File: src/hw/rtl/sbd_pkg.sv
// ----------------------------------------------------------------------------
// SPI baud divider search package
// Shared constants and types for the divider search unit and its helpers.
// ----------------------------------------------------------------------------
package sbd_pkg;

  // Default search limits
  localparam int COUNT_MAX_DEF    = 8;
  localparam int PRESCALE_MAX_DEF = 64;
  localparam int B_MAX_DEF        = 3;

  // Smallest bit-time count visited by the search
  localparam int CNT_MIN = 2;

  // Fixed field widths
  localparam int RATE_W  = 32;
  localparam int Q_W     = 7;
  localparam int FIELD_W = 6;
  localparam int ECON_W  = 27;
  localparam int RES_W   = 41;

  // Quanta frequency after reset
  localparam logic [RATE_W-1:0] QF_RESET = 32'd100000000;

  // Status of the shared divider
  typedef struct packed {
    logic done;
    logic ovf;
  } div_stat_t;

endpackage

File: src/hw/rtl/sbd_div.sv
// ----------------------------------------------------------------------------
// SPI baud divider search: shared restoring divider
// Computes a Q_W-bit quotient one bit per cycle and flags a quotient that
// does not fit in Q_W bits.
// ----------------------------------------------------------------------------
module sbd_div #(
  parameter int N_W = 37
) (
  input  logic                     clk,
  input  logic                     rst_n,
  input  logic                     start,
  input  logic [N_W-1:0]           num,
  input  logic [N_W-1:0]           den,
  output sbd_pkg::div_stat_t       stat,
  output logic [sbd_pkg::Q_W-1:0]  quo
);

  localparam int QW    = sbd_pkg::Q_W;
  localparam int DSH_W = N_W + QW - 1;
  localparam int STP_W = $clog2(QW);

  typedef enum logic {
    D_IDLE,
    D_RUN
  } dstate_t;

  dstate_t             state_r;
  logic [N_W-1:0]      rem_r;
  logic [DSH_W-1:0]    dsh_r;
  logic [STP_W-1:0]    step_r;
  logic [QW-1:0]       quo_r;
  logic                done_r;
  logic                ovf_r;
  logic                ovf_calc;
  logic                fits;

  // Quotient at least 2^QW when num >= den << QW
  assign ovf_calc = ({{QW{1'b0}}, num} >= {den, {QW{1'b0}}});
  // Shifted divisor fits under the running remainder
  assign fits     = ({{(QW-1){1'b0}}, rem_r} >= dsh_r);

  always_ff @(posedge clk) begin
    if (!rst_n) begin
      state_r <= D_IDLE;
      done_r  <= 1'b0;
      ovf_r   <= 1'b0;
      step_r  <= '0;
      quo_r   <= '0;
      rem_r   <= '0;
      dsh_r   <= '0;
    end else begin
      done_r <= 1'b0;
      unique case (state_r)
        D_IDLE: begin
          // Load operands and take the range check
          if (start) begin
            rem_r   <= num;
            dsh_r   <= {den, {(QW-1){1'b0}}};
            ovf_r   <= ovf_calc;
            quo_r   <= '0;
            step_r  <= STP_W'(QW - 1);
            state_r <= D_RUN;
          end
        end
        D_RUN: begin
          // Subtract and shift, one quotient bit per cycle
          if (fits) begin
            rem_r <= rem_r - dsh_r[N_W-1:0];
          end
          quo_r <= {quo_r[QW-2:0], fits};
          dsh_r <= dsh_r >> 1;
          if (step_r == '0) begin
            done_r  <= 1'b1;
            state_r <= D_IDLE;
          end else begin
            step_r <= step_r - 1'b1;
          end
        end
        default: state_r <= D_IDLE;
      endcase
    end
  end

  assign stat.done = done_r;
  assign stat.ovf  = ovf_r;
  assign quo       = quo_r;

endmodule

File: src/hw/rtl/spi_baud_divider_search_unit.sv
// ----------------------------------------------------------------------------
// SPI baud divider search unit
// Picks bit-time count and prescaler for a requested baud rate and packs the
// extended configuration word.
// ----------------------------------------------------------------------------
// Usage:
//   Configuration: cfg_wr_en with cfg_wr_data writes the time-quanta
//   frequency; write it only while the unit is idle.
//   Input: in_valid with in_baud_rate and in_parity_enable; a transaction
//   completes when in_valid is high and in_stall is low. in_stall stays high
//   while a search runs.
//   Output: out_valid with the packed word, prescaler, bit-time count and
//   residual error; a transaction completes when out_valid is high and
//   out_stall is low. A held result stays stable until taken.
//   Search: each bit-time count runs through the shared divider, which
//   produces one quotient bit per cycle (7 bits). A full search visits
//   counts COUNT_MAX down to 2; an exact even count ends the search early.
//   Throughput: one transaction per search; the next input is taken while a
//   result still waits in the output register.
//   Reset: quanta frequency returns to 100 MHz, no result is pending.
// ----------------------------------------------------------------------------
module spi_baud_divider_search_unit #(
  parameter int COUNT_MAX    = sbd_pkg::COUNT_MAX_DEF,
  parameter int PRESCALE_MAX = sbd_pkg::PRESCALE_MAX_DEF,
  parameter int B_MAX        = sbd_pkg::B_MAX_DEF
) (
  input  logic                         clk,
  input  logic                         rst_n,
  input  logic                         cfg_wr_en,
  input  logic [sbd_pkg::RATE_W-1:0]   cfg_wr_data,
  input  logic                         in_valid,
  output logic                         in_stall,
  input  logic [sbd_pkg::RATE_W-1:0]   in_baud_rate,
  input  logic                         in_parity_enable,
  output logic                         out_valid,
  input  logic                         out_stall,
  output logic [sbd_pkg::ECON_W-1:0]   out_econ_word,
  output logic [sbd_pkg::Q_W-1:0]      out_prescale_count,
  output logic [sbd_pkg::Q_W-1:0]      out_bit_time_count,
  output logic [sbd_pkg::RES_W-1:0]    out_residual_error
);

  localparam int RW    = sbd_pkg::RATE_W;
  localparam int QW    = sbd_pkg::Q_W;
  localparam int FW    = sbd_pkg::FIELD_W;
  localparam int CNT_W = $clog2(COUNT_MAX + 1);
  localparam int DEN_W = RW + CNT_W;
  localparam int N_W   = DEN_W + 1;
  localparam int PRD_W = DEN_W + QW;
  localparam int QC_W  = QW + CNT_W;

  typedef enum logic [2:0] {
    S_IDLE,
    S_DEN,
    S_START,
    S_WAIT,
    S_MUL,
    S_CMP,
    S_OUT
  } state_t;

  // Control state
  state_t               state_r,     state_nxt;
  logic [RW-1:0]        qf_r,        qf_nxt;
  logic                 out_valid_r, out_valid_nxt;
  logic                 have_r,      have_nxt;
  // Working payload
  logic [RW-1:0]        baud_r,      baud_nxt;
  logic                 par_r,       par_nxt;
  logic [CNT_W-1:0]     cnt_r,       cnt_nxt;
  logic [DEN_W-1:0]     den_r,       den_nxt;
  logic [QW-1:0]        q_r,         q_nxt;
  logic [PRD_W-1:0]     prod_r,      prod_nxt;
  logic [PRD_W-1:0]     best_err_r,  best_err_nxt;
  logic [CNT_W-1:0]     best_cnt_r,  best_cnt_nxt;
  logic [QW-1:0]        best_q_r,    best_q_nxt;
  // Result registers
  logic [sbd_pkg::ECON_W-1:0] econ_r,  econ_nxt;
  logic [QW-1:0]              oq_r,    oq_nxt;
  logic [QW-1:0]              ocnt_r,  ocnt_nxt;
  logic [sbd_pkg::RES_W-1:0]  oerr_r,  oerr_nxt;

  // Datapath
  logic                 div_start;
  logic [N_W-1:0]       div_num;
  logic [N_W-1:0]       div_den;
  sbd_pkg::div_stat_t   div_stat;
  logic [QW-1:0]        div_quo;
  logic [DEN_W-1:0]     den_calc;
  logic [QC_W-1:0]      qc_calc;
  logic [QW-1:0]        q_clamp;
  logic [PRD_W-1:0]     prod_calc;
  logic [PRD_W-1:0]     fq_ext;
  logic [PRD_W-1:0]     err_calc;
  logic                 take;
  logic                 stop;
  logic [CNT_W-1:0]     new_cnt;
  logic                 swap;
  logic [QW-1:0]        fin_q;
  logic [QW-1:0]        fin_cnt;
  logic [QW-1:0]        half;
  logic                 d_pos;
  logic [FW-1:0]        a_f;
  logic [FW-1:0]        b_f;
  logic [FW-1:0]        c_f;
  logic [FW-1:0]        qm1_f;

  // Shared divider: q = (2*fq + den) / (2*den)
  assign div_start = (state_r == S_START);
  assign div_num   = N_W'({qf_r, 1'b0}) + N_W'(den_r);
  assign div_den   = {den_r, 1'b0};

  sbd_div #(
    .N_W (N_W)
  ) u_div (
    .clk   (clk),
    .rst_n (rst_n),
    .start (div_start),
    .num   (div_num),
    .den   (div_den),
    .stat  (div_stat),
    .quo   (div_quo)
  );

  // Scaled period for this count
  assign den_calc = DEN_W'(cnt_r) * DEN_W'(baud_r);

  // Clamp the prescaler: cap at the maximum, raise it to 2 when its product with the count is below 4
  assign qc_calc = QC_W'(div_quo) * QC_W'(cnt_r);
  always_comb begin
    if (div_stat.ovf || (div_quo > QW'(PRESCALE_MAX))) begin
      q_clamp = QW'(PRESCALE_MAX);
    end else if (qc_calc < QC_W'(4)) begin
      q_clamp = QW'(2);
    end else begin
      q_clamp = div_quo;
    end
  end

  // Error of the candidate
  assign prod_calc = PRD_W'(den_r) * PRD_W'(q_r);
  assign fq_ext    = PRD_W'(qf_r);
  assign err_calc  = (prod_r >= fq_ext) ? (prod_r - fq_ext) : (fq_ext - prod_r);

  // On a tie an odd best count stays and an even one is replaced; stop on an exact even count
  assign take    = !have_r || (err_calc < best_err_r) ||
                   ((err_calc == best_err_r) && !best_cnt_r[0]);
  assign new_cnt = take ? cnt_r : best_cnt_r;
  assign stop    = (have_r ? (err_calc <= best_err_r) : 1'b1) &&
                   !new_cnt[0] && (err_calc == '0);

  // Swap an odd count with an even small prescaler
  assign swap    = (best_q_r <= QW'(COUNT_MAX)) && best_cnt_r[0] && !best_q_r[0];
  assign fin_q   = swap ? QW'(best_cnt_r) : best_q_r;
  assign fin_cnt = swap ? best_q_r : QW'(best_cnt_r);

  // Split the count into A, B and C segments
  assign half  = fin_cnt >> 1;
  assign d_pos = (half > QW'(B_MAX));
  assign a_f   = FW'(half + QW'(fin_cnt[0]) - QW'(1));
  assign c_f   = d_pos ? FW'(half - QW'(B_MAX)) : '0;
  assign b_f   = d_pos ? FW'(B_MAX) : FW'(half);
  assign qm1_f = FW'(fin_q - QW'(1));

  // Next-state logic
  always_comb begin
    state_nxt     = state_r;
    qf_nxt        = qf_r;
    out_valid_nxt = out_valid_r;
    have_nxt      = have_r;
    baud_nxt      = baud_r;
    par_nxt       = par_r;
    cnt_nxt       = cnt_r;
    den_nxt       = den_r;
    q_nxt         = q_r;
    prod_nxt      = prod_r;
    best_err_nxt  = best_err_r;
    best_cnt_nxt  = best_cnt_r;
    best_q_nxt    = best_q_r;
    econ_nxt      = econ_r;
    oq_nxt        = oq_r;
    ocnt_nxt      = ocnt_r;
    oerr_nxt      = oerr_r;

    // Drop the result once taken
    if (out_valid_r && !out_stall) begin
      out_valid_nxt = 1'b0;
    end

    // Configuration write
    if (cfg_wr_en) begin
      qf_nxt = cfg_wr_data;
    end

    unique case (state_r)
      S_IDLE: begin
        if (in_valid) begin
          baud_nxt  = (in_baud_rate == '0) ? RW'(1) : in_baud_rate;
          par_nxt   = in_parity_enable;
          cnt_nxt   = CNT_W'(COUNT_MAX);
          have_nxt  = 1'b0;
          state_nxt = S_DEN;
        end
      end
      S_DEN: begin
        den_nxt   = den_calc;
        state_nxt = S_START;
      end
      S_START: begin
        state_nxt = S_WAIT;
      end
      S_WAIT: begin
        if (div_stat.done) begin
          q_nxt     = q_clamp;
          state_nxt = S_MUL;
        end
      end
      S_MUL: begin
        prod_nxt  = prod_calc;
        state_nxt = S_CMP;
      end
      S_CMP: begin
        if (take) begin
          best_err_nxt = err_calc;
          best_cnt_nxt = cnt_r;
          best_q_nxt   = q_r;
          have_nxt     = 1'b1;
        end
        if (stop || (cnt_r == CNT_W'(sbd_pkg::CNT_MIN))) begin
          state_nxt = S_OUT;
        end else begin
          cnt_nxt   = cnt_r - 1'b1;
          state_nxt = S_DEN;
        end
      end
      S_OUT: begin
        // Hold until the output register is free
        if (!out_valid_r || !out_stall) begin
          econ_nxt      = {par_r, 2'b00, b_f, c_f, a_f, qm1_f};
          oq_nxt        = fin_q;
          ocnt_nxt      = fin_cnt;
          oerr_nxt      = best_err_r[sbd_pkg::RES_W-1:0];
          out_valid_nxt = 1'b1;
          state_nxt     = S_IDLE;
        end
      end
      default: state_nxt = S_IDLE;
    endcase
  end

  // State and registered outputs
  always_ff @(posedge clk) begin
    baud_r     <= baud_nxt;
    par_r      <= par_nxt;
    cnt_r      <= cnt_nxt;
    den_r      <= den_nxt;
    q_r        <= q_nxt;
    prod_r     <= prod_nxt;
    best_err_r <= best_err_nxt;
    best_cnt_r <= best_cnt_nxt;
    best_q_r   <= best_q_nxt;
    econ_r     <= econ_nxt;
    oq_r       <= oq_nxt;
    ocnt_r     <= ocnt_nxt;
    oerr_r     <= oerr_nxt;
    if (!rst_n) begin
      state_r     <= S_IDLE;
      qf_r        <= sbd_pkg::QF_RESET;
      out_valid_r <= 1'b0;
      have_r      <= 1'b0;
    end else begin
      state_r     <= state_nxt;
      qf_r        <= qf_nxt;
      out_valid_r <= out_valid_nxt;
      have_r      <= have_nxt;
    end
  end

  assign in_stall           = (state_r != S_IDLE);
  assign out_valid          = out_valid_r;
  assign out_econ_word      = econ_r;
  assign out_prescale_count = oq_r;
  assign out_bit_time_count = ocnt_r;
  assign out_residual_error = oerr_r;

endmodule

File: config.mk
export PLATFORM = sky130hd
export DESIGN_NAME = spi_baud_divider_search_unit
export DESIGN_NICKNAME = d
export VERILOG_FILES = /design/src/hw/rtl/sbd_pkg.sv /design/src/hw/rtl/sbd_div.sv /design/src/hw/rtl/spi_baud_divider_search_unit.sv
export SDC_FILE = /design/constraint.sdc
export NUM_CORES = 2
export LEC_CHECK = 0
export BUFFER_PORTS_ARGS = -buffer_cell sky130_fd_sc_hd__buf_2
export CAP_MARGIN = 40
export CORE_MARGIN = 2
export CORE_UTILIZATION = 50
export CTS_BUF_LIST = sky130_fd_sc_hd__clkbuf_4
export DETAILED_ROUTE_END_ITERATION = 6
export PLACE_DENSITY = 0.69
export SYNTH_ARGS = -nofsm -noshare
export SYNTH_HDL_FRONTEND = slang
export SYNTH_SLANG_ARGS = --single-unit
File: constraint.sdc
create_clock -name clk -period 7.1 [get_ports clk]
set_input_delay 0.355 -clock clk [delete_from_list [all_inputs] [get_ports clk]]
set_output_delay 0.355 -clock clk [all_outputs]
set_load 0.01 [all_outputs]
# [Word level (Yosys, flattened, before mapping)]
# Cells that the tools add are included.
[word_totals] reg_bits=387 output_inout_bits=84 word_cells=136
[op_classes] n_mux=34 n_eq_ne=16 order_cmp=9 n_mul=3 n_addsub=10 n_reduce_logical=35 bitwise=1
[ops] op="$mux W43" count=2
[ops] op="$pmux W43 S2" count=1
[ops] op="$mux W37" count=2
[ops] op="$pmux W37 S2" count=1
[ops] op="$ge A37 B44 Y1" count=1
[ops] op="$eq A43 B43 Y1" count=1
[ops] op="$ge A37 B43 Y1" count=1
[ops] op="$ge A43 B32 Y1" count=1
[ops] op="$le A43 B43 Y1" count=1
[ops] op="$logic_not A43 Y1" count=1
[ops] op="$lt A43 B43 Y1" count=1
[ops] op="$mul A36 B7 Y43" count=1
[ops] op="$sub A32 B43 Y43" count=1
[ops] op="$sub A43 B32 Y43" count=1
[ops] op="$add A33 B36 Y37" count=1
[ops] op="$sub A37 B37 Y37" count=1
[ops] op="$mul A4 B32 Y36" count=1
[ops] op="$logic_not A32 Y1" count=1
[ops] op="$mux W7" count=4
[ops] op="$pmux W3 S7" count=1
[ops] op="$mux W3" count=6
[ops] op="$reduce_and A2 Y1" count=8
[ops] op="$ne A2 B2 Y1 const B" count=7
[ops] op="$pmux W7 S2" count=1
[ops] op="other kinds (29)" count=61

# [Longest topological paths before layout]
[depth] depth_word=12 mapped_depth=28 ltp_nobuf=27

# [Modules after synthesis]
# Synthesis repeated with hierarchy kept, for this count alone.
[hier_totals] hier_cells=3892 area_unflattened_um2=35419.0
[modules_own_cells] mod="spi_baud_divider_search_unit" cells_per_inst=2986 area_per_inst_um2=28293.4 instances=1 seq_area_each_um2=8458.1
[modules_own_cells] mod="sbd_div" cells_per_inst=906 area_per_inst_um2=7125.6 instances=1 seq_area_each_um2=1861.8

# [Worst setup path after synthesis]
# Ideal clock, no wire load.
[synth_timing] path_type="register to register" startpoint="register state_r[2]" endpoint="register ocnt_r[0] (netlist: out_bit_time_count[0]) (enable)" setup_slack_ps=-79 path_stages_with_launch=4 t_arrival_ps=6545 synth_period_minus_slack_ps=7179 setup_time_ps=633 path_cell_list="dfxtp_1 > clkbuf_1 > nand2_1 > nor3b_1"
[synth_between] elab_chain_len=2
[synth_lines] item="from (decl)" line="spi_baud_divider_search_unit.sv:63" rtl="state_t state_r, state_nxt;"
[synth_lines] item="from (signal assigned)" line="spi_baud_divider_search_unit.sv:272" rtl="state_r <= state_nxt;"
[synth_lines] item="$eq A3 B3 Y1" line="spi_baud_divider_search_unit.sv:195" rtl="unique case (state_r)"
[synth_lines] item="$reduce_and A2 Y1 (no source line)"
[synth_lines] item="to (signal assigned)" line="spi_baud_divider_search_unit.sv:264" rtl="ocnt_r <= ocnt_nxt;"
[synth_lines] item="to (decl)" line="spi_baud_divider_search_unit.sv:80" rtl="logic [QW-1:0] ocnt_r, ocnt_nxt;"
# Every way passes these cells.
# A chain may end at the register's enable or synchronous reset.

# [Worst setup path after layout]
[layout_timing] startpoint="register qf_r[0]" endpoint="register cnt_r[2] (enable)"
[layout_between] elab_chain_len=12
[layout_lines] item="from (decl)" line="spi_baud_divider_search_unit.sv:64" rtl="logic [RW-1:0] qf_r, qf_nxt;"
[layout_lines] item="from (signal assigned)" line="spi_baud_divider_search_unit.sv:268" rtl="qf_r <= sbd_pkg::QF_RESET;"
[layout_lines] item="from (signal assigned)" line="spi_baud_divider_search_unit.sv:273" rtl="qf_r <= qf_nxt;"
[layout_lines] item="$sub A32 B43 Y43 (tied with other cells)" line="spi_baud_divider_search_unit.sv:143" rtl="assign err_calc = (prod_r >= fq_ext) ? (prod_r - fq_ext) : (fq_ext - prod_r);"
[layout_lines] item="$mux W43 (*)" line="spi_baud_divider_search_unit.sv:143"
[layout_lines] item="via err_calc[40]" line="spi_baud_divider_search_unit.sv:94" rtl="logic [PRD_W-1:0] err_calc;"
[layout_lines] item="$lt A43 B43 Y1 or $eq A43 B43 Y1 (tied branches)" line="spi_baud_divider_search_unit.sv:146, spi_baud_divider_search_unit.sv:147"
[layout_lines] item="$logic_or A1 B1 Y1 or $logic_and A1 B1 Y1 (tied branches)" line="spi_baud_divider_search_unit.sv:146, spi_baud_divider_search_unit.sv:147"
[layout_lines] item="$logic_or A1 B1 Y1" line="spi_baud_divider_search_unit.sv:146" rtl="assign take = !have_r || (err_calc < best_err_r) ||"
[layout_lines] item="$mux W1"
[layout_lines] item="$logic_not A1 Y1" line="spi_baud_divider_search_unit.sv:150" rtl="!new_cnt[0] && (err_calc == '0);"
[layout_lines] item="$logic_and A1 B1 Y1" line="spi_baud_divider_search_unit.sv:149" rtl="assign stop = (have_r ? (err_calc <= best_err_r) : 1'b1) &&"
[layout_lines] item="$logic_and A1 B1 Y1 (*)" line="spi_baud_divider_search_unit.sv:150"
[layout_lines] item="$logic_or A1 B1 Y1 (*)" line="spi_baud_divider_search_unit.sv:229" rtl="if (stop || (cnt_r == CNT_W'(sbd_pkg::CNT_MIN))) begin"
[layout_lines] item="$ne A2 B2 Y1 (no source line) (*)"
[layout_lines] item="$reduce_and A3 Y1 (no source line) (*)"
[layout_lines] item="to (signal assigned)" line="spi_baud_divider_search_unit.sv:255" rtl="cnt_r <= cnt_nxt;"
[layout_lines] item="to (decl)" line="spi_baud_divider_search_unit.sv:70" rtl="logic [CNT_W-1:0] cnt_r, cnt_nxt;"
# Mark *: on every way through the listed nets, which the timed path passes. The rest lies on a longest branch.

==> results_dict.tcl <==
set metrics [dict create \
    dr.pass1.iters 6 \
    regToRegSetupSlack_ns 0.31 \
    synth_seq_area_share_pct 29.4 \
    grt_pass1_wl_um 148000 \
    synthCells 3922 \
    clock.fmax_ghz 0.147 \
    row_count 97 \
    mostFrequentLayoutCell "nand2_1" \
    wl_um 93500 \
    initial_core_util_pct 50.3 \
    grt_usage_pct 25.9 \
    critPathRequiredTime_ns 7.77 \
    r2r-start "qf_r[0]" \
    yosys_warnings 0 \
    worstSetupPathDepth 26 \
    cp_slowest_cell "nor4_4" \
    die_area_um2 72400 \
    fill_cells 6236 \
    cp-end-kind "flop" \
    drtIter0Drc 2107 \
    holdCritPathClass "in -> reg" \
    utilization_pct 55.8 \
    slew_viol_final 0 \
    clockBufferDepth 3 \
    synthTopCellsByArea "edfxtp_1 22%, fa_1 14%, ha_1 12%" \
    ys.flop_type "edfxtp_1" \
    post-route-min-period_ns 6.79 \
    hpwl_um 73000 \
    vias_per_cell 5.59 \
    cp-start-kind "flop" \
    drive_above_1_share_pct 10.2 \
    syn_area_per_cell_um2 8.95 \
    vias 28700 \
    worst_slack_ns 0.309 \
    drc_errors 0 \
    synth_largest_area_cell "edfxtp_1" \
    grt_max_degree 70 \
    place_ws_ns -0.138 \
    htreeDepth 3 \
    status "finished clean" \
    grt_remaining_overflow 0 \
    clk_latency_ns 0.95 \
    synth_top_area_share_pct 22.0 \
    pin_count 154 \
    finClkSkew_ns 0.108 \
    antenna_found_initial 2 \
    syn-cell-area_um2 35100 \
    async_flop_share_pct 0 \
    max_cap_viol_count 0 \
    tightest_slew_ns 0.871 \
    clockRootBuffer "clkbuf_4" \
    synth.distinct_cells 91 \
    arrival_ns 7.46 \
    die_h_um 269 \
    p_per_area_nw_per_um2 281 \
    relSlewSlack_pct 41.9 \
    use_met3_pct 4.57 \
    hold_viol 0 \
    gp_congestion 0.990 \
    die_w_um 269 \
    holdPathStages 3 \
    placed_cell_area_um2 36700 \
    cts_sinks 387 \
    crit_fanout 5 \
    min_period_over_period_pct 95.7 \
    globalRouteMet1Util_pct 33.7 \
    crit_buf_inv 2 \
    finalNonFillerCells 5142 \
    mostFrequentLayoutCells "505 x nand2_1, 472 x inv_1, 328 x ha_1" \
    nets 4747 \
    reg2reg_depth 26 \
    vdd_ir_drop_max_mv 0.179 \
    top_usage_layer "met2" \
    synth-seq-cells 387 \
    crit_end "cnt_r[2]" \
    slowest_delay_ns 0.46 \
    cts_tree "yes" \
    worstSetupPathType "reg -> reg" \
    design_area_um2 39000 \
    ant_nets 0 \
    wl_per_cell_um 18.2 \
    setup_viol 0 \
    port_buffers 151 \
    synth_edf_count 257 \
    met2_usage_pct 43.4 \
    numCtsBuffers 107 \
    startpoint "qf_r[0]" \
    coreArea_um2 69800 \
    critPathTopFamily "compound AO/OA/AOI/OAI gates" \
    path_clk_slew_ns 0.07 \
    r2r_end "cnt_r[2]" \
    dp.cells 4855 \
    p_leak_uw 0.0178 \
    grt_pass1_vias 28200 \
    syn2layout_area_growth_pct 11.0 \
    hold_slack_ns 0.136 \
]
registers in the layout (all words and copies together), names as in the netlist, 3 cells and up:
register / cells
baud_r: 32
best_cnt_r: 4
best_err_r: 43
best_q_r: 7
cnt_r: 4
den_r: 36
out_bit_time_count: 7
out_econ_word: 25
out_prescale_count: 7
out_residual_error: 41
prod_r: 43
q_r: 7
qf_r: 32
state_r: 3
u_div.dsh_r: 43
u_div.quo: 7
u_div.rem_r: 37
u_div.step_r: 3
where the power goes:
group	leakage (uW)	internal [uW]	switching [uW]	total (uW)
combinational	0.0135	2530	3370	5900
sequential	0.00339	2750	164	2910
clock	0.000861	1110	1010	2120
total	0.0178	6390	4540	10900
layout make-up:
type	count	area, um2	share of cell area [%]
timing repair buffer	281	1980	5.07
clock buffer	166	1250	3.20
multi-input combinational	2855	22300	57.1
antenna	5	12.5	0.0321
clock inverter	34	199	0.511
tap	940	1180	3.02
sequential	387	10300	26.5
inverter	474	1780	4.57
routing by layer:
| metal | up-vias | wire (um) |
|---|---|---|
| met3 | 173 | 6070 |
| met4 | 0 | 2840 |
| met1 | 13800 | 40600 |
| met5 | - | 0 |
| met2 | 962 | 44000 |
| li1 | 13800 | - |
Yosys cell counts, types with 7 or more instances:
library cell and count:
o31a_1 11, o211ai_1 28, xor2_1 50, dfxtp_1 130, a211oi_1 96, nor3b_1 10, nor2_1 243, a21oi_1 253
a21boi_0 9, or3_1 13, nor4_1 23, mux2i_1 47, nand3_1 66, inv_1 473, nor3_1 54, or4_1 7
nand3b_1 8, nand2b_1 30, nand2_1 505, and3_1 21, o21bai_1 31, fa_1 243, and2_1 120, ha_1 328
a2111oi_0 9, nor2b_1 36, buf_2 22, a21o_1 85, nand4_1 48, edfxtp_1 257, a31oi_1 33, buf_1 7
o21a_1 32, o31ai_1 12, clkbuf_1 176, xnor2_1 124, o21ai_0 142, a311oi_1 11
cell families after synthesis:
kind of cell               share of synthesized area (%)
adders and majority gates                           25.5
muxes                                               1.44
and+or+nand+nor                                     16.2
xor gates and xnor gates                            4.34
buffers and inverters                               7.64
AOI/OAI and AO/OA                                   15.5
other                                             0.0107
DFF                                                 29.4
worst reg2reg max path, delay by kind of cell (launching register included):
family	cells	cell delay, ns
xor+xnor	1	0.17
fa+ha+maj	3	0.75
buf+inv	2	0.15
compound gates	12	2.97
simple gates	8	2.10
flops	1	0.39
metrics by stage:
step / total power, uW / TNS (ns)
global placement: 8690 / 0
finish: 10900 / 0
global route: 11800 / -0.00169
detailed placement: 8750 / -0.551
CTS: 11000 / 0
floorplan: 7360 / 0
how the worst min path moves through the flow:
stage	start	to	slack, ns
5_1_grt	in_parity_enable	par_r	0.09
3_3_place_gp	par_r	out_econ_word[26]	0.40
4_1_cts	cfg_wr_en	qf_r[31]	0.06
3_5_place_dp	par_r	out_econ_word[26]	0.42
2_1_floorplan	par_r	out_econ_word[26]	0.40
6_report	cfg_wr_en	qf_r[19]	0.14
what timing repair did:
item	in CTS	in global routing
hold endpoints to repair	76	0
setup endpoints to repair	4	7
resized for setup	1	5
buffers inserted	0	3
hold buffers	79	0
pin swaps	0	2
(Power assumes the default switching activity.)
